===== config.mk =====
export PLATFORM = sky130hd
export DESIGN_NAME = ultrasonic_echo_ranger_top
export DESIGN_NICKNAME = d
export VERILOG_FILES = /design/src/sv/uer_pkg.sv /design/src/sv/uer_ctrl.sv /design/src/sv/uer_dist.sv /design/src/sv/uer_digits.sv /design/src/sv/ultrasonic_echo_ranger_top.sv
export SDC_FILE = /design/constraint.sdc
export NUM_CORES = 1
export LEC_CHECK = 0
export ABC_AREA = 1
export BUFFER_PORTS_ARGS = -buffer_cell sky130_fd_sc_hd__buf_2
export CAP_MARGIN = 20
export CORE_UTILIZATION = 50
export DETAILED_ROUTE_END_ITERATION = 16
export GPL_TIMING_DRIVEN = 1
export PLACE_DENSITY = 0.71
export SYNTH_ARGS = -nofsm -noshare
export SYNTH_HDL_FRONTEND = slang
export SYNTH_SLANG_ARGS = --single-unit

===== constraint.sdc =====
create_clock -name clk -period 16.26 [get_ports clk]
set_input_delay 1.626 -clock clk [delete_from_list [all_inputs] [get_ports clk]]
set_output_delay 1.626 -clock clk [all_outputs]
set_load 0.03 [all_outputs]

===== src/sv/uer_pkg.sv =====
// Shared types and constants for the ultrasonic echo ranger.
// No dependencies; imported by every module of the block.
package uer_pkg;

  // Counter and register widths
  localparam int COUNT_BITS   = 18;
  localparam int TRIG_BITS    = 8;
  localparam int TIMEOUT_BITS = 18;
  localparam int CMP_BITS     = (COUNT_BITS > TIMEOUT_BITS) ? COUNT_BITS : TIMEOUT_BITS;
  localparam int CFG_DATA_BITS = TIMEOUT_BITS;
  localparam int CFG_INDEX_BITS = 2;

  // Measured echo width fits in the timeout counter width
  localparam int WIDTH_BITS = TIMEOUT_BITS;
  localparam int DIST_BITS  = 10;
  localparam int DIGIT_BITS = 4;

  localparam logic [COUNT_BITS-1:0] COUNT_MAX = {COUNT_BITS{1'b1}};

  // Register indexes
  localparam logic [CFG_INDEX_BITS-1:0] REG_TRIGGER_TICKS = 2'd0;
  localparam logic [CFG_INDEX_BITS-1:0] REG_TIMEOUT_TICKS = 2'd1;

  localparam logic [TRIG_BITS-1:0]    TRIGGER_RESET = 8'd42;
  localparam logic [TIMEOUT_BITS-1:0] TIMEOUT_RESET = 18'd131072;

  // Phase codes
  localparam logic [1:0] PH_IDLE = 2'd0;
  localparam logic [1:0] PH_TRIG = 2'd1;
  localparam logic [1:0] PH_WAIT = 2'd2;
  localparam logic [1:0] PH_MEAS = 2'd3;

  // distance = floor(w*34/10000) = (w * 34*ceil(2^38/10000)) >> 38, exact for 34*w < 2^24
  localparam int DIST_MUL_BITS = 30;
  localparam logic [DIST_MUL_BITS-1:0] DIST_MUL = 30'd934584894;
  localparam int DIST_SHIFT = 38;
  localparam int DIST_PROD_BITS = WIDTH_BITS + DIST_MUL_BITS;

  // Digit split: d/100 = (d*41)>>12 for d < 1000, r/10 = (r*103)>>10 for r < 100
  localparam logic [5:0] HUND_MUL   = 6'd41;
  localparam int         HUND_SHIFT = 12;
  localparam logic [6:0] TENS_MUL   = 7'd103;
  localparam int         TENS_SHIFT = 10;

  typedef struct packed {
    logic [TRIG_BITS-1:0]    trigger_ticks;
    logic [TIMEOUT_BITS-1:0] timeout_ticks;
  } cfg_t;

  // Result of the sequencer stage
  typedef struct packed {
    logic                  trig;
    logic                  done;
    logic                  tmo;
    logic [WIDTH_BITS-1:0] width;
  } seq_res_t;

  // Result of the distance stage
  typedef struct packed {
    logic                 trig;
    logic                 done;
    logic                 tmo;
    logic [DIST_BITS-1:0] dist_val;
  } dist_res_t;

endpackage


===== src/sv/uer_ctrl.sv =====
// Ranging sequencer: trigger, echo wait and echo measure phases with timeouts.
// Depends on uer_pkg; feeds uer_dist.
module uer_ctrl import uer_pkg::*; (
  input  logic     clk,
  input  logic     rst,
  input  cfg_t     cfg,
  input  logic     in_valid,
  output logic     in_stall,
  input  logic     start_req,
  input  logic     echo,
  output logic     res_valid,
  input  logic     res_ready,
  output seq_res_t res
);

  logic [1:0]            phase, phase_next;
  logic [COUNT_BITS-1:0] tick_count, count_next;
  logic [COUNT_BITS-1:0] bumped;
  logic                  trig_end, limit_hit, accept, ready;
  seq_res_t              res_next;

  assign ready    = !res_valid || res_ready;
  assign in_stall = !ready;
  assign accept   = in_valid && ready;

  // Saturating count and phase-end compares
  assign bumped    = (tick_count == COUNT_MAX) ? tick_count : tick_count + 1'b1;
  assign trig_end  = (CMP_BITS'(bumped) >= CMP_BITS'(cfg.trigger_ticks)) ||
                     (bumped == COUNT_MAX);
  assign limit_hit = (CMP_BITS'(bumped) >= CMP_BITS'(cfg.timeout_ticks)) ||
                     (bumped == COUNT_MAX);

  // Next phase and result for one tick
  always_comb begin
    phase_next = phase;
    count_next = tick_count;
    res_next   = '0;
    unique case (phase)
      PH_IDLE: begin
        if (start_req) begin
          res_next.trig = 1'b1;
          if (cfg.trigger_ticks <= TRIG_BITS'(1)) begin
            phase_next = PH_WAIT;
            count_next = '0;
          end else begin
            phase_next = PH_TRIG;
            count_next = COUNT_BITS'(1);
          end
        end
      end
      PH_TRIG: begin
        res_next.trig = 1'b1;
        count_next    = bumped;
        if (trig_end) begin
          phase_next = PH_WAIT;
          count_next = '0;
        end
      end
      PH_WAIT: begin
        if (echo) begin
          phase_next = PH_MEAS;
          count_next = COUNT_BITS'(1);
        end else begin
          count_next = bumped;
          if (limit_hit) begin
            res_next.done = 1'b1;
            res_next.tmo  = 1'b1;
            phase_next    = PH_IDLE;
            count_next    = '0;
          end
        end
      end
      PH_MEAS: begin
        if (!echo) begin
          res_next.done  = 1'b1;
          res_next.width = WIDTH_BITS'(tick_count);
          phase_next     = PH_IDLE;
          count_next     = '0;
        end else begin
          count_next = bumped;
          if (limit_hit) begin
            res_next.done = 1'b1;
            res_next.tmo  = 1'b1;
            phase_next    = PH_IDLE;
            count_next    = '0;
          end
        end
      end
      default: begin
        phase_next = PH_IDLE;
      end
    endcase
  end

  // State and stage register
  always_ff @(posedge clk) begin
    if (rst) begin
      phase      <= PH_IDLE;
      tick_count <= '0;
      res_valid  <= 1'b0;
    end else begin
      if (accept) begin
        phase      <= phase_next;
        tick_count <= count_next;
      end
      if (ready) begin
        res_valid <= in_valid;
      end
    end
  end

  always_ff @(posedge clk) begin
    if (accept) begin
      res <= res_next;
    end
  end

  // A finished measurement always leaves the sequencer idle
  a_done_idle: assert property (@(posedge clk) disable iff (rst)
    res_valid && res.done |-> phase == PH_IDLE)
    else $error("done result while sequencer busy");

  a_tmo_done: assert property (@(posedge clk) disable iff (rst)
    res_valid && res.tmo |-> res.done && res.width == '0)
    else $error("timeout without done or with nonzero width");

  a_idle_hold: assert property (@(posedge clk) disable iff (rst)
    accept && phase == PH_IDLE && !start_req |=> phase == PH_IDLE)
    else $error("left idle without a start request");

endmodule


===== src/sv/uer_dist.sv =====
// Distance stage: echo width times 34/10000 by one reciprocal multiply.
// Depends on uer_pkg; sits between uer_ctrl and uer_digits.
module uer_dist import uer_pkg::*; (
  input  logic      clk,
  input  logic      rst,
  input  logic      in_valid,
  output logic      in_ready,
  input  seq_res_t  in_res,
  output logic      res_valid,
  input  logic      res_ready,
  output dist_res_t res
);

  logic [DIST_PROD_BITS-1:0] prod;
  dist_res_t                 res_next;

  assign in_ready = !res_valid || res_ready;

  // Reciprocal multiply; width is zero on timeout and idle ticks
  assign prod = DIST_PROD_BITS'(in_res.width) * DIST_PROD_BITS'(DIST_MUL);

  always_comb begin
    res_next.trig     = in_res.trig;
    res_next.done     = in_res.done;
    res_next.tmo      = in_res.tmo;
    res_next.dist_val = prod[DIST_SHIFT +: DIST_BITS];
  end

  always_ff @(posedge clk) begin
    if (rst) begin
      res_valid <= 1'b0;
    end else if (in_ready) begin
      res_valid <= in_valid;
    end
  end

  always_ff @(posedge clk) begin
    if (in_ready && in_valid) begin
      res <= res_next;
    end
  end

  a_tmo_zero: assert property (@(posedge clk) disable iff (rst)
    res_valid && (res.tmo || !res.done) |-> res.dist_val == '0)
    else $error("nonzero distance without a good measurement");

endmodule


===== src/sv/uer_digits.sv =====
// Output stage: splits distance into decimal digits and holds the result register.
// Depends on uer_pkg; fed by uer_dist.
module uer_digits import uer_pkg::*; (
  input  logic                  clk,
  input  logic                  rst,
  input  logic                  in_valid,
  output logic                  in_ready,
  input  dist_res_t             in_res,
  output logic                  out_valid,
  input  logic                  out_stall,
  output logic                  trig_level,
  output logic                  done_res,
  output logic                  timed_out,
  output logic [DIST_BITS-1:0]  distance,
  output logic [DIGIT_BITS-1:0] digit_hundreds,
  output logic [DIGIT_BITS-1:0] digit_tens,
  output logic [DIGIT_BITS-1:0] digit_units
);

  logic [15:0]           hund_prod;
  logic [DIGIT_BITS-1:0] hund;
  logic [DIST_BITS-1:0]  hund_rest;
  logic [6:0]            rem;
  logic [13:0]           tens_prod;
  logic [DIGIT_BITS-1:0] tens;
  logic [6:0]            unit_rest;

  assign in_ready = !out_valid || !out_stall;

  // Distance never exceeds 891, so the hundreds digit is d/100
  assign hund_prod = 16'(in_res.dist_val) * 16'(HUND_MUL);
  assign hund      = hund_prod[HUND_SHIFT +: DIGIT_BITS];
  assign hund_rest = in_res.dist_val - DIST_BITS'(hund) * DIST_BITS'(100);
  assign rem       = hund_rest[6:0];
  assign tens_prod = 14'(rem) * 14'(TENS_MUL);
  assign tens      = tens_prod[TENS_SHIFT +: DIGIT_BITS];
  assign unit_rest = rem - 7'(tens) * 7'd10;

  always_ff @(posedge clk) begin
    if (rst) begin
      out_valid <= 1'b0;
    end else if (in_ready) begin
      out_valid <= in_valid;
    end
  end

  always_ff @(posedge clk) begin
    if (in_ready && in_valid) begin
      trig_level     <= in_res.trig;
      done_res       <= in_res.done;
      timed_out      <= in_res.tmo;
      distance       <= in_res.dist_val;
      digit_hundreds <= hund;
      digit_tens     <= tens;
      digit_units    <= unit_rest[DIGIT_BITS-1:0];
    end
  end

  a_idle_zero: assert property (@(posedge clk) disable iff (rst)
    out_valid && !done_res |-> !timed_out && distance == '0 &&
      digit_hundreds == '0 && digit_tens == '0 && digit_units == '0)
    else $error("result fields set on a tick without done");

  a_digit_range: assert property (@(posedge clk) disable iff (rst)
    out_valid |-> digit_tens <= 4'd9 && digit_units <= 4'd9)
    else $error("decimal digit out of range");

endmodule


===== src/sv/ultrasonic_echo_ranger_top.sv =====
// Top level of the ultrasonic echo ranger: config registers and three-stage pipeline.
// Depends on uer_pkg, uer_ctrl, uer_dist and uer_digits.
//
//   port group   dir  handshake            payload
//   tick in      in   in_valid/in_stall    start_req, echo
//   result out   out  out_valid/out_stall  trig_level, done_res, timed_out,
//                                          distance, digit_hundreds/tens/units
//   config       in   cfg_valid/cfg_ready  cfg_index, cfg_data
//
// One tick request is taken every cycle unless in_stall is high; its result passes
// through the sequencer register, distance multiply register and digit/output register.
// The sequencer state advances only on accepted ticks, so stalls only delay.
// out_stall back-pressures the stages in place; in_stall rises only when all
// three stages hold data. Synchronous reset returns to idle with default config.
module ultrasonic_echo_ranger_top import uer_pkg::*; (
  input  logic                      clk,
  input  logic                      rst,
  input  logic                      cfg_valid,
  output logic                      cfg_ready,
  input  logic [CFG_INDEX_BITS-1:0] cfg_index,
  input  logic [CFG_DATA_BITS-1:0]  cfg_data,
  input  logic                      in_valid,
  output logic                      in_stall,
  input  logic                      start_req,
  input  logic                      echo,
  output logic                      out_valid,
  input  logic                      out_stall,
  output logic                      trig_level,
  output logic                      done_res,
  output logic                      timed_out,
  output logic [DIST_BITS-1:0]      distance,
  output logic [DIGIT_BITS-1:0]     digit_hundreds,
  output logic [DIGIT_BITS-1:0]     digit_tens,
  output logic [DIGIT_BITS-1:0]     digit_units
);

  cfg_t      cfg;
  seq_res_t  seq_res;
  dist_res_t dist_res;
  logic      seq_valid, seq_ready, dist_valid, dist_ready;

  assign cfg_ready = 1'b1;

  // Configuration registers
  always_ff @(posedge clk) begin
    if (rst) begin
      cfg.trigger_ticks <= TRIGGER_RESET;
      cfg.timeout_ticks <= TIMEOUT_RESET;
    end else if (cfg_valid && cfg_ready) begin
      if (cfg_index == REG_TRIGGER_TICKS) begin
        cfg.trigger_ticks <= cfg_data[TRIG_BITS-1:0];
      end
      if (cfg_index == REG_TIMEOUT_TICKS) begin
        cfg.timeout_ticks <= cfg_data[TIMEOUT_BITS-1:0];
      end
    end
  end

  uer_ctrl u_ctrl (
    .clk       (clk),
    .rst       (rst),
    .cfg       (cfg),
    .in_valid  (in_valid),
    .in_stall  (in_stall),
    .start_req (start_req),
    .echo      (echo),
    .res_valid (seq_valid),
    .res_ready (seq_ready),
    .res       (seq_res)
  );

  uer_dist u_dist (
    .clk       (clk),
    .rst       (rst),
    .in_valid  (seq_valid),
    .in_ready  (seq_ready),
    .in_res    (seq_res),
    .res_valid (dist_valid),
    .res_ready (dist_ready),
    .res       (dist_res)
  );

  uer_digits u_digits (
    .clk            (clk),
    .rst            (rst),
    .in_valid       (dist_valid),
    .in_ready       (dist_ready),
    .in_res         (dist_res),
    .out_valid      (out_valid),
    .out_stall      (out_stall),
    .trig_level     (trig_level),
    .done_res       (done_res),
    .timed_out      (timed_out),
    .distance       (distance),
    .digit_hundreds (digit_hundreds),
    .digit_tens     (digit_tens),
    .digit_units    (digit_units)
  );

endmodule

# Yosys cells after proc, flatten, opt, wreduce, memory -nomap -nowiden
# Cells that the tools add are included.
[op_classes] n_addsub=3 order_cmp=3 n_mux=22 reduce_logical=20 eq_ne=8 n_mul=5 bitwise_logic=1
[ops] op="$mux W18" count=6
[ops] op="$pmux W18 S4" count=1
[ops] op="$mul A18 B29 Y47 const B" count=1
[ops] op="$eq A18 B18 Y1 const B" count=2
[ops] op="$add A18 B1 Y18 const B" count=1
[ops] op="$ge A18 B18 Y1" count=1
[ops] op="$ge A18 B8 Y1" count=1
[ops] op="$mul A10 B6 Y16 const B" count=1
[ops] op="$mux W2" count=8
[ops] op="$mul A7 B7 Y14 const B" count=1
[ops] op="$le A8 B1 Y1 const B" count=1
[ops] op="$pmux W2 S4" count=1
[ops] op="$sub A7 B7 Y7" count=1
[ops] op="$reduce_and A2 Y1" count=3
[ops] op="$logic_not A1 Y1" count=5
[ops] op="$logic_or A1 B1 Y1" count=5
[ops] op="$mul A4 B5 Y5 const B" count=1
[ops] op="$eq A2 B1 Y1 const B" count=2
[ops] op="$eq A2 B2 Y1 const B" count=2
[ops] op="$logic_not A2 Y1" count=2
[ops] op="$mul A4 B3 Y3 const B" count=1
[ops] op="$mux W1" count=4
[ops] op="$pmux W2 S2" count=1
[ops] op="$sub A4 B4 Y4" count=1
[ops] op="7 further kinds" count=9
[totals] ff_bits=108 inputBits=27 word_cells=84

# Depth between registers and ports, before layout
[depth] ltp_word=7 mapped_depth=40 mapped_depth_nobuf=40

# Cells and area by module
# From an unflattened synthesis, not the netlist that was laid out.
[unflattened] hier_cells=2213 area_unflattened_um2=17379.2
[modules_own_cells] module="uer_dist" n_inst=1 cells_per_inst=1273 seq_area_each_um2=410.4 area_each_um2=10192.3
[modules_own_cells] module="uer_ctrl" n_inst=1 cells_per_inst=467 seq_area_each_um2=1051.0 area_each_um2=3215.6
[modules_own_cells] module="uer_digits" n_inst=1 cells_per_inst=310 seq_area_each_um2=740.7 area_each_um2=2882.8
[modules_own_cells] module="ultrasonic_echo_ranger_top" n_inst=1 cells_per_inst=163 seq_area_each_um2=520.5 area_each_um2=1088.5

# Worst setup path after synthesis
# OpenSTA, ideal clock, no wires.
[synth_timing] path_kind="reg2reg" from="reg u_dist.res[4] (netlist bit)" to="reg u_digits.digit_units[3] (data pin)" arrival_time_ns=7.337 required_time_ns=16.006 path_stages_with_launch=39 slack_ns=8.670 path_cell_list="edfxtp_1 > ha_1 > fa_1 > ha_1 > ha_1 > a21oi_1 > o21ai_0 > a211oi_1 > or2_2 > nand2_1 > xor2_1 > inv_1 > fa_1 > inv_1 > nand4_1 > nand2_1 > inv_1 > nand2_1 > (+3 left out) > fa_1 > inv_1 > fa_1 > ha_1 > ha_1 > a21oi_1 > nand2_1 > nand3_1 > nand2_1 > or2_2 > nand2_1 > inv_1 > ha_1 > fa_1 > xnor2_1 > xor2_1 > xor2_1 > inv_1"
[synth_between] elab_chain_len=6
[synth_rtl] item="from (decl)" line_no="uer_dist.sv:11" rtl="output dist_res_t res"
[synth_rtl] item="from (signal assigned)" line_no="uer_dist.sv:39" rtl="res <= res_next;"
[synth_rtl] item="$mul A10 B6 Y16" line_no="uer_digits.sv:31" rtl="assign hund_prod = 16'(in_res.dist_val) * 16'(HUND_MUL);"
[synth_rtl] item="via u_digits.hund_prod[13]" line_no="uer_digits.sv:20" rtl="logic [15:0] hund_prod;"
[synth_rtl] item="$mul A4 B5 Y5" line_no="uer_digits.sv:33" rtl="assign hund_rest = in_res.dist_val - DIST_BITS'(hund) * DIST_BITS'(100);"
[synth_rtl] item="$sub A7 B7 Y7" line_no="uer_digits.sv:33"
[synth_rtl] item="$mul A7 B7 Y14" line_no="uer_digits.sv:35" rtl="assign tens_prod = 14'(rem) * 14'(TENS_MUL);"
[synth_rtl] item="via u_digits.tens_prod[10]" line_no="uer_digits.sv:24" rtl="logic [13:0] tens_prod;"
[synth_rtl] item="$mul A4 B3 Y3" line_no="uer_digits.sv:37" rtl="assign unit_rest = rem - 7'(tens) * 7'd10;"
[synth_rtl] item="$sub A4 B4 Y4" line_no="uer_digits.sv:37"
[synth_rtl] item="via u_digits.unit_rest[3]" line_no="uer_digits.sv:26" rtl="logic [6:0] unit_rest;"
[synth_rtl] item="to (signal assigned)" line_no="uer_digits.sv:55" rtl="digit_units <= unit_rest[DIGIT_BITS-1:0];"
[synth_rtl] item="to (decl)" line_no="uer_digits.sv:17" rtl="output logic [DIGIT_BITS-1:0] digit_units"
# The timed path passes the listed nets, and every way through them passes these cells.
# A chain may end at the register's enable or synchronous reset.

# Worst setup path in the final report
[layout_timing] from="reg u_dist.res[4] (netlist bit)" to="reg u_digits.digit_units[3] (data pin)"
[layout_between] elab_chain_len=6
[layout_rtl] item="$mul A10 B6 Y16" line_no="uer_digits.sv:31"
[layout_rtl] item="$mul A4 B5 Y5" line_no="uer_digits.sv:33"
[layout_rtl] item="$sub A7 B7 Y7 (*)" line_no="uer_digits.sv:33"
[layout_rtl] item="$mul A7 B7 Y14 (*)" line_no="uer_digits.sv:35"
[layout_rtl] item="via u_digits.tens_prod[10]" line_no="uer_digits.sv:24"
[layout_rtl] item="$mul A4 B3 Y3 (*)" line_no="uer_digits.sv:37"
[layout_rtl] item="$sub A4 B4 Y4 (*)" line_no="uer_digits.sv:37"
[layout_rtl] item="via u_digits.unit_rest[3]" line_no="uer_digits.sv:26"
# Mark *: on every way through the listed nets, which the timed path passes. The rest lies on a longest branch.

==> impl_metrics.csv <==
group,metric,value,unit
worst_setup_path,crit_buf_inv,6,
grt,grt_pass1_wl,64800,um
floorplanning,core_area,30800,um2
cells_and_area,stdcell_count,2241,
timing,fin_worst_skew,0.0102,ns
grt,first_global_vias,12699,
floorplanning,num_rows,64,
worst_setup_path,critical_path.max_fanout,7,
clock_network,cts_made_buffers,9,
routing,drtAntennaViolNets,0,
routing,vias,11893,
floorplanning,die_w,180,um
worst_setup_path,cp_common_cell,"ha_1",
cells_and_area,num_antenna_cells,0,
yosys,syn_area_per_cell,8.84,um2
clock_network,cts-resized-gates,0,
timing,min_period_over_period,51.7,%
timing,max_clock_freq,0.119,GHz
yosys,synth_area,15800,um2
placement,portBuffers,53,
timing,drv_slew,0,
yosys,async_flop_share,0,%
yosys,synth.area.top_cells,"fa_1 (26%), ha_1 (23%), edfxtp_1 (11%), inv_1 (11%), dfxtp_1 (6.2%)",
placement,placedCellCount,2224,
outcome,violations,"DRC",
cells_and_area,regArea,2720,um2
cells_and_area,layout_commonest_cell,"inv_1",
placement,gp_congestion,1.01,
routing,vias_per_cell,5.31,
yosys,synth_cells,1789,
job,maxCapViolCount,0,
yosys,synth-seq-cells,107,
routing,wirelength,39200,um
cells_and_area,fillers,2755,
floorplanning,boundaryPins,55,
yosys,syn-num-nets,2306,
clock_network,cts_hold_buffers,0,
routing,routedWlPerCell,17.5,um
yosys,yosys.area.top_type,"fa_1",
worst_setup_path,crit_required,16.38,ns
cells_and_area,drive_gt1_share,6.72,%
worst_setup_path,endpoint_kind,"register",
yosys,ys_seq_area_share,17.2,%
routing,drtIter0Drc,712,
timing,hold_viol,0,
floorplanning,start_util,51.3,%
worst_setup_path,cp_top_family,"adder cells",
yosys,yosysTopAreaCellShare,25.6,%
floorplanning,die_h,180,um
worst_setup_path,crit_type,"register to register",
timing,finalSetupTns,0,ns
worst_setup_path,crit_arrival,8.52,ns
timing,rsz0062_at_grt,"false",
timing,relSlewSlack,39.5,%
worst_setup_path,slowest_stage,"edfxtp_1",
min_path,hp-class,"register to register",
grt,antenna_found_initial,0,
timing,post-route-min-period,8.40,ns
cells_and_area,fin_nets,2357,
worst_setup_path,reg2reg_slack,7.86,ns
clock_network,clk_pin_slew,0.07,ns
yosys,ys_warn_count,0,
clock_network,cts_max_level,3,
yosys,synth_cell_types,48,
cells_and_area,areaGrowthSynthToFinish,6.60,%
floorplanning,dieArea,32400,um2
timing,finalSetupViolations,0,
clock_network,cts_setup_buffers,0,
grt,grt_overflow,0,
routing,drt-pass1-iter-count,11,
yosys,synth-edff-count,58,
grt,grt_max_degree,35,
cells_and_area,multi_input_area,11300,um2
placement,dp_hpwl,34500,um
yosys,synth_ff_type,"edfxtp_1",
outcome,status,"finished with violations",
worst_setup_path,max_stage_delay,0.54,ns
cells_and_area,final_cell_mix,"inv_1 (447), ha_1 (288), nand2_1 (205), fa_1 (202), nor2_1 (128)",
worst_setup_path,cp-start-kind,"register",
clock_network,clock-root-buffer,"clkbuf_16",
clock_network,ctsLongestPathBuffers,2,
grt,track_usage,25.7,%
timing,worst_pin_slew,0.905,ns
routing,drc_errors,5,
clock_network,clock_latency,0.37,ns
clock_network,cts_tree,"built",
clock_network,cts_sinks,107,
-- logic make-up after synthesis --
kind of cell / count (synthesis) / synth area share, %
adders and majority gates: 490 / 48.3
buffers and inverters: 465 / 11.2
and+or+nand+nor: 461 / 13.0
AOI/OAI and AO/OA: 231 / 8.24
DFF: 107 / 17.2
xor gates and xnor gates: 34 / 1.93
other: 1 / 0.0237
-- routing by layer --
metal  GRT usage [%]  routed length (um)
met5               0                   0
met3            4.82                2010
met4            9.66                1450
met2            45.3               19100
met1            31.1               16600
-- state kept, by name, summed over array words and instances (netlist names), 2 cells and up --
register	flops
u_ctrl.phase	2
u_dist.res	13
u_ctrl.tick_count	18
u_digits.digit_tens	4
u_digits.digit_units	4
u_digits.distance	9
u_digits.digit_hundreds	4
u_ctrl.res	21
cfg	26
-- synth_stat cells, types with 4 or more instances --
library cell    n
or2_2           5
nand3_2        12
o211ai_1        7
nand2_1       205
nor2_1        129
nor4_1          9
ha_1          288
fa_1          202
dfxtp_1        49
nand2_2         6
nand3_1        47
a31oi_1         8
clkbuf_1       12
nand4_1        16
inv_1         447
and3_1          5
nor3_1         14
xnor2_1         7
edfxtp_1       58
o21a_1         10
a21oi_2        10
a21oi_1       101
nor2_4          4
o21ai_0        78
xor2_1         26
-- worst paths after layout --
check / startpoint / endpoint / cells after the start
hold reg to reg: u_dist.res[12] / u_digits.trig_level / 0
setup reg to reg: u_dist.res[4] / u_digits.digit_units[3] / 38
hold / removal: u_dist.res[12] / u_digits.trig_level / 0
setup / recovery: u_dist.res[4] / u_digits.digit_units[3] / 38
-- cell type report --
class	instances	area share [%]
Clock buffer	12	1.71
Clock inverter	4	0.252
Inverter	448	9.97
Multi-Input combinational cell	1217	67.2
Sequential cell	107	16.1
Tap cell	396	2.94
Timing Repair Buffer	57	1.80
-- per-stage QoR --
stage                     area [um2]  setup slack, ns  hold slack, ns  utilization (%)
after floorplan                15800             8.67           0.400                -
after global placement         16500             8.16           0.402             53.6
after detailed placement       16500             7.92           0.405             53.6
after CTS                      16800             7.84           0.422             54.7
after global routing           16900             7.29           0.430             54.7
final                          16900             7.86           0.421             54.7
Power is left out: the tool's default activity adds up to more than one toggle a clock period on the data nets, which glitch-free logic cannot reach.
